--- config.mk ---
export PLATFORM = sky130hd
export DESIGN_NAME = tmds_byte_encoder
export DESIGN_NICKNAME = d
export VERILOG_FILES = /design/src/design/tmde_pkg.sv /design/src/design/tmde_front.sv /design/src/design/tmde_queue.sv /design/src/design/tmde_back.sv /design/src/design/tmds_byte_encoder.sv
export SDC_FILE = /design/constraint.sdc
export NUM_CORES = 1
export LEC_CHECK = 0
export BUFFER_PORTS_ARGS = -buffer_cell sky130_fd_sc_hd__buf_2
export CAP_MARGIN = 10
export CORE_ASPECT_RATIO = 1.2
export CORE_MARGIN = 2
export CORE_UTILIZATION = 45
export CTS_BUF_LIST = sky130_fd_sc_hd__clkbuf_2
export DETAILED_ROUTE_END_ITERATION = 7
export PLACE_DENSITY = 0.68
export SYNTH_ARGS = -nofsm -noshare
export SYNTH_HDL_FRONTEND = slang
export SYNTH_SLANG_ARGS = --single-unit
--- constraint.sdc ---
create_clock -name aclk -period 15.7 [get_ports aclk]
set_input_delay 1.57 -clock aclk [delete_from_list [all_inputs] [get_ports aclk]]
set_output_delay 1.57 -clock aclk [all_outputs]
set_load 0.03 [all_outputs]
--- src/design/tmde_pkg.sv ---
// ----------------------------------------------------------------------------
// tmde_pkg
// Shared types and constants for the TMDS byte encoder.
// ----------------------------------------------------------------------------
package tmde_pkg;

    localparam int DATA_W      = 8;
    localparam int SYMBOL_W    = 10;
    localparam int ONES_W      = 4;
    localparam int DISP_W      = 6;
    localparam int TMDS_HALF   = 4;
    localparam int XOR_BIT     = 8;
    localparam int INV_BIT     = 9;

    // front-to-back queue
    localparam int QUEUE_DEPTH = 2;
    localparam int QPTR_W      = (QUEUE_DEPTH > 1) ? $clog2(QUEUE_DEPTH) : 1;
    localparam int QCNT_W      = $clog2(QUEUE_DEPTH + 1);

    // one transition-minimized byte, classified for the balance stage
    typedef struct packed {
        logic [DATA_W-1:0] qm;
        logic              xor_mode;
        logic [ONES_W-1:0] ones;
    } qm_entry_t;

    function automatic logic [ONES_W-1:0] count_ones8(input logic [DATA_W-1:0] v);
        logic [ONES_W-1:0] n;
        n = '0;
        for (int i = 0; i < DATA_W; i++) begin
            n = n + ONES_W'(v[i]);
        end
        return n;
    endfunction

endpackage

--- src/design/tmde_front.sv ---
// ----------------------------------------------------------------------------
// tmde_front
// Accepts data bytes, picks xor or xnor chain and registers the
// transition-minimized byte with its count of ones.
// ----------------------------------------------------------------------------
module tmde_front (
    input  logic                       aclk,
    input  logic                       aresetn,
    input  logic                       s_valid,
    output logic                       s_ready,
    input  logic [tmde_pkg::DATA_W-1:0] s_data_byte,
    output logic                       push_valid,
    input  logic                       push_ready,
    output tmde_pkg::qm_entry_t        push_entry
);
    import tmde_pkg::*;

    logic              valid_reg;
    logic              valid_next;
    qm_entry_t         entry_reg;
    logic [ONES_W-1:0] n1d;
    logic              use_xnor;
    logic [DATA_W-1:0] qm;

    always_comb begin
        n1d      = count_ones8(s_data_byte);
        use_xnor = (n1d > ONES_W'(TMDS_HALF)) ||
                   ((n1d == ONES_W'(TMDS_HALF)) && !s_data_byte[0]);
        qm[0] = s_data_byte[0];
        for (int i = 1; i < DATA_W; i++) begin
            qm[i] = qm[i-1] ^ s_data_byte[i] ^ use_xnor;
        end
    end

    assign s_ready    = !valid_reg || push_ready;
    assign push_valid = valid_reg;
    assign push_entry = entry_reg;

    always_comb begin
        valid_next = valid_reg;
        if (s_ready) begin
            valid_next = s_valid;
        end
    end

    always_ff @(posedge aclk) begin
        if (!aresetn) begin
            valid_reg <= 1'b0;
        end else begin
            valid_reg <= valid_next;
        end
    end

    always_ff @(posedge aclk) begin
        if (s_valid && s_ready) begin
            entry_reg.qm       <= qm;
            entry_reg.xor_mode <= !use_xnor;
            entry_reg.ones     <= count_ones8(qm);
        end
    end

endmodule

--- src/design/tmde_queue.sv ---
// ----------------------------------------------------------------------------
// tmde_queue
// Short register queue between the front and back parts; push and pop may
// happen in the same cycle.
// ----------------------------------------------------------------------------
module tmde_queue (
    input  logic                aclk,
    input  logic                aresetn,
    input  logic                push_valid,
    output logic                push_ready,
    input  tmde_pkg::qm_entry_t push_entry,
    output logic                pop_valid,
    input  logic                pop_ready,
    output tmde_pkg::qm_entry_t pop_entry
);
    import tmde_pkg::*;

    qm_entry_t         mem_reg [QUEUE_DEPTH];
    logic [QPTR_W-1:0] wr_ptr_reg;
    logic [QPTR_W-1:0] wr_ptr_next;
    logic [QPTR_W-1:0] rd_ptr_reg;
    logic [QPTR_W-1:0] rd_ptr_next;
    logic [QCNT_W-1:0] count_reg;
    logic [QCNT_W-1:0] count_next;
    logic              do_push;
    logic              do_pop;

    function automatic logic [QPTR_W-1:0] ptr_inc(input logic [QPTR_W-1:0] p);
        return (p == QPTR_W'(QUEUE_DEPTH - 1)) ? '0 : p + QPTR_W'(1);
    endfunction

    assign push_ready = (count_reg != QCNT_W'(QUEUE_DEPTH));
    assign pop_valid  = (count_reg != '0);
    assign pop_entry  = mem_reg[rd_ptr_reg];
    assign do_push    = push_valid && push_ready;
    assign do_pop     = pop_valid && pop_ready;

    always_comb begin
        wr_ptr_next = do_push ? ptr_inc(wr_ptr_reg) : wr_ptr_reg;
        rd_ptr_next = do_pop ? ptr_inc(rd_ptr_reg) : rd_ptr_reg;
        count_next  = count_reg;
        if (do_push && !do_pop) begin
            count_next = count_reg + QCNT_W'(1);
        end else if (do_pop && !do_push) begin
            count_next = count_reg - QCNT_W'(1);
        end
    end

    always_ff @(posedge aclk) begin
        if (!aresetn) begin
            wr_ptr_reg <= '0;
            rd_ptr_reg <= '0;
            count_reg  <= '0;
        end else begin
            wr_ptr_reg <= wr_ptr_next;
            rd_ptr_reg <= rd_ptr_next;
            count_reg  <= count_next;
        end
    end

    always_ff @(posedge aclk) begin
        if (do_push) begin
            mem_reg[wr_ptr_reg] <= push_entry;
        end
    end

endmodule

--- src/design/tmde_back.sv ---
// ----------------------------------------------------------------------------
// tmde_back
// Running-disparity balance stage: decides inversion, forms the symbol in
// an output register and updates the disparity counter.
// ----------------------------------------------------------------------------
module tmde_back (
    input  logic                         aclk,
    input  logic                         aresetn,
    input  logic                         pop_valid,
    output logic                         pop_ready,
    input  tmde_pkg::qm_entry_t          pop_entry,
    output logic                         m_valid,
    input  logic                         m_ready,
    output logic [tmde_pkg::SYMBOL_W-1:0] m_symbol
);
    import tmde_pkg::*;

    logic                m_valid_reg;
    logic                m_valid_next;
    logic [SYMBOL_W-1:0] symbol_reg;
    logic [SYMBOL_W-1:0] symbol_next;
    logic [DISP_W-1:0]   disp_reg;
    logic [DISP_W-1:0]   disp_next;
    logic [DISP_W-1:0]   diff;
    logic [DISP_W-1:0]   xor_two;
    logic [DISP_W-1:0]   xnor_two;
    logic                cnt_zero;
    logic                cnt_pos;
    logic                balanced;
    logic                more_ones;
    logic                invert;
    logic                take;

    assign pop_ready = !m_valid_reg || m_ready;
    assign take      = pop_valid && pop_ready;
    assign m_valid   = m_valid_reg;
    assign m_symbol  = symbol_reg;

    always_comb begin
        // ones minus zeros of the chain bits, 2*ones - 8
        diff      = DISP_W'({pop_entry.ones, 1'b0}) - DISP_W'(2 * TMDS_HALF);
        xor_two   = pop_entry.xor_mode ? DISP_W'(2) : '0;
        xnor_two  = pop_entry.xor_mode ? '0 : DISP_W'(2);
        cnt_zero  = (disp_reg == '0);
        cnt_pos   = !disp_reg[DISP_W-1] && !cnt_zero;
        balanced  = (pop_entry.ones == ONES_W'(TMDS_HALF));
        more_ones = (pop_entry.ones > ONES_W'(TMDS_HALF));

        if (cnt_zero || balanced) begin
            invert    = !pop_entry.xor_mode;
            disp_next = pop_entry.xor_mode ? disp_reg + diff : disp_reg - diff;
        end else if ((cnt_pos && more_ones) || (!cnt_pos && !more_ones)) begin
            invert    = 1'b1;
            disp_next = disp_reg + xor_two - diff;
        end else begin
            invert    = 1'b0;
            disp_next = disp_reg - xnor_two + diff;
        end

        symbol_next                = '0;
        symbol_next[DATA_W-1:0]    = invert ? ~pop_entry.qm : pop_entry.qm;
        symbol_next[XOR_BIT]       = pop_entry.xor_mode;
        symbol_next[INV_BIT]       = invert;

        m_valid_next = m_valid_reg;
        if (pop_ready) begin
            m_valid_next = pop_valid;
        end
    end

    always_ff @(posedge aclk) begin
        if (!aresetn) begin
            m_valid_reg <= 1'b0;
            disp_reg    <= '0;
        end else begin
            m_valid_reg <= m_valid_next;
            if (take) begin
                disp_reg <= disp_next;
            end
        end
    end

    always_ff @(posedge aclk) begin
        if (take) begin
            symbol_reg <= symbol_next;
        end
    end

endmodule

--- src/design/tmds_byte_encoder.sv ---
// ----------------------------------------------------------------------------
// tmds_byte_encoder
// DVI TMDS data-period encoder: one byte in, one ten-bit symbol out.
// ----------------------------------------------------------------------------
// Takes one data byte per clock unless the output stalls, a sustained rate
// set by the running-disparity update in the back stage, which closes on
// itself each cycle, and returns one ten-bit TMDS symbol per transaction,
// in order: bits 0-7 the transition-minimized (and possibly inverted) byte,
// bit 8 set for xor mode, bit 9 set when bits 0-7 were inverted. Each byte
// passes through the front register, the queue and the back output register.
// A two-entry queue between the chain stage and the disparity stage lets
// the input keep flowing for a while when the output stalls.
module tmds_byte_encoder (
    input  logic                          aclk,
    input  logic                          aresetn,
    input  logic                          s_valid,
    output logic                          s_ready,
    input  logic [tmde_pkg::DATA_W-1:0]   s_data_byte,
    output logic                          m_valid,
    input  logic                          m_ready,
    output logic [tmde_pkg::SYMBOL_W-1:0] m_symbol
);
    import tmde_pkg::*;

    logic      push_valid;
    logic      push_ready;
    qm_entry_t push_entry;
    logic      pop_valid;
    logic      pop_ready;
    qm_entry_t pop_entry;

    tmde_front u_front (
        .aclk        (aclk),
        .aresetn     (aresetn),
        .s_valid     (s_valid),
        .s_ready     (s_ready),
        .s_data_byte (s_data_byte),
        .push_valid  (push_valid),
        .push_ready  (push_ready),
        .push_entry  (push_entry)
    );

    tmde_queue u_queue (
        .aclk       (aclk),
        .aresetn    (aresetn),
        .push_valid (push_valid),
        .push_ready (push_ready),
        .push_entry (push_entry),
        .pop_valid  (pop_valid),
        .pop_ready  (pop_ready),
        .pop_entry  (pop_entry)
    );

    tmde_back u_back (
        .aclk      (aclk),
        .aresetn   (aresetn),
        .pop_valid (pop_valid),
        .pop_ready (pop_ready),
        .pop_entry (pop_entry),
        .m_valid   (m_valid),
        .m_ready   (m_ready),
        .m_symbol  (m_symbol)
    );

endmodule
==> results.cfg <==
[placed_design]
dp_hpwl_microns = 4150
port_buffers = 23
gp_congestion = 0.802
place_ws_ns = 8.33

[logic_synthesis]
yosys-top-cells-count = edfxtp_1, inv_1, ha_1
yosysMostFrequentCell = edfxtp_1
async_flop_share = 0
synth.largest_area_cell = edfxtp_1
yosys_warnings = 0
synth_cell_types = 49
synthTopCellsByArea = edfxtp_1, ha_1, fa_1, dfxtp_1, xnor2_1
syn_area_sq_mm = 0.00352
synth.top_cell.area_share = 0.419
syn_nets = 337
yosysSeqAreaShare = 0.487
synth_edf_count = 49
syn_area_per_cell_sq_um = 12.4
yosys_most_used_dff = edfxtp_1
ys_seq_elements = 61
synth_cells = 284

[timing]
worst_hold_slack_ns = 0.454
fin_crit_ns = 6.87
final_max_slew_viol_count = 0
max_freq_mhz = 146
setup_viol = 0
fin_crit_sh = 0.438
fin_setup_tns_ns = 0
worst_slew_pin_slew_ns = 1.04
skew_ns = 0.0108
setup_slack_ns = 8.83
hold_viol_final = 0
rsz0062_at_grt = no
maxSlewHeadroom = 0.304

[global_routing]
antenna_found_initial = 0
grt.total_usage = 0.137
first_global_vias = 2088
grt_max_degree = 17
grt_pass1_wl_microns = 9320
overflow = 0

[cts]
postCtsHoldBufs = 0
cts_buffers = 9
clk_pin_slew_ns = 0.17
ctsLongestPathBuffers = 2
cts_tree = built
cts_setup_buffers = 0
cts_root_buffer = clkbuf_2
cts_resized = 0
cts_num_sinks = 61
worstSkewPairLatency_ns = 0.45
h-tree-depth = 3

[floorplan]
die_height_microns = 101
die_width_microns = 84.7
fp-row-count = 35
ios = 24
initial_core_util = 0.461
die_area_sq_mm = 0.00854
fp.coreArea_sq_mm = 0.00762

[worst_setup_path]
critPathMaxFanout = 4
cp.required_ns = 15.91
cp_common_cell = fa_1
worst_setup_path_end_kind = register
start_kind = primary input
critPathSlowestCell = fa_1
crit_type = in -> reg
critPathMaxStageDelay_ns = 0.53
arrival_ns = 7.08
crit_chain = buf_2 > ha_1 > inv_1 > fa_1 > fa_1 > inv_1 > fa_1 > fa_1 > nor3b_1 > o21ai_0 > a21oi_2 > xnor2_1 > ha_1 > inv_1 > fa_1 > inv_1 > fa_1 > fa_1 > fa_1 > xor2_1

[detailed_routing]
post_drt_wl_per_cell_microns = 13.1
dr.pass1.iters = 4
ant_nets = 0
via_per_inst = 5.07
drtIter0Drc = 84
wl_microns = 5360
vias = 2069
drc = 0

[finish]
multi_input_area_sq_mm = 0.00164
antenna_cells = 0
area_growth_pct = 8.61
regArea_sq_mm = 0.00171
fin_util = 0.501
fin_nets = 364
largest_register_ffs = 26
fill_cells = 718
drive_gt1_frac = 0.149

[flow_run]
cap_violations = 0

[hold_path]
hold_class = reg -> reg

[outcome]
run_status = finished clean
==> per-stage QoR <==
stage | area (sq um) | cells
after global placement | 3710 | 392
after CTS | 3820 | 408
after floorplan | 3520 | 284
final | 3820 | 408
after global routing | 3820 | 408
after detailed placement | 3710 | 392
==> worst max-delay path: cells and delay by family <==
kind	cells	cell delay, ns
XOR/XNOR	2	0.27
adder cells (fa/ha/maj)	10	4.21
AO/OA/AOI/OAI	2	0.42
AND/OR/NAND/NOR	1	0.27
buffers and inverters	5	0.33
==> final timing paths <==
kind | from | end | slack [ns] | cells after the start
setup reg to reg | register | u_back.disp_reg[2] | 12.20 | 9
hold reg to reg | u_front.push_entry[3] | u_queue.mem_reg[1][3] | 0.45 | 0
hold / removal | u_front.push_entry[3] | u_queue.mem_reg[1][3] | 0.45 | 0
setup / recovery | s_data_byte[0] | u_front.push_entry[2] | 8.83 | 20
==> placed cells by master (no fill, tap or decap), types with 2 or more instances in the layout <==
master    Yosys  routed
nor2b_1       4       4
dfxtp_1      12      12
xnor2_1      19      19
mux2i_1      15      15
nand3_1       4       4
clkbuf_2      0       9
nand2_1       7       7
nand3b_1      2       2
a21oi_1      19      19
buf_2         3      23
a31oi_1       2       2
o21ai_0       5       5
ha_1         28      28
clkinv_1      1       3
edfxtp_1     49      49
and3_1        2       2
and2_1        3       3
nor3b_1       3       3
a21o_1        2       2
clkinv_2      0       2
fa_1         13      13
o22ai_1       4       4
inv_1        32      32
nor3_1        2       2
a21boi_0      3       3
xor2_1       10      10
nor2_1       12      12
and3b_1       3       3
==> per-layer routing <==
| metal | GRT usage | routed length [microns] |
|---|---|---|
| met3 | 0.0319 | 110 |
| met4 | 0.0513 | 74 |
| met1 | 0.170 | 2410 |
| met5 | 0 | 0 |
| met2 | 0.234 | 2770 |
==> final cells by class <==
type,count,area share
Multi-Input combinational cell,183,0.430
Clock inverter,7,0.0170
Timing Repair Buffer,23,0.0301
Tap cell,92,0.0301
Inverter,33,0.0324
Clock buffer,9,0.0118
Sequential cell,61,0.448
==> cell families after synthesis <==
family / share of synthesized area
AO/OA/AOI/OAI: 0.0875
XOR/XNOR: 0.0833
adder cells (fa/ha/maj): 0.174
buffers and inverters: 0.0459
flip-flops: 0.487
multiplexers: 0.0459
AND/OR/NAND/NOR: 0.0769
Power is left out: the tool's default activity adds up to more than one toggle a clock period on the data nets, which glitch-free logic cannot reach.
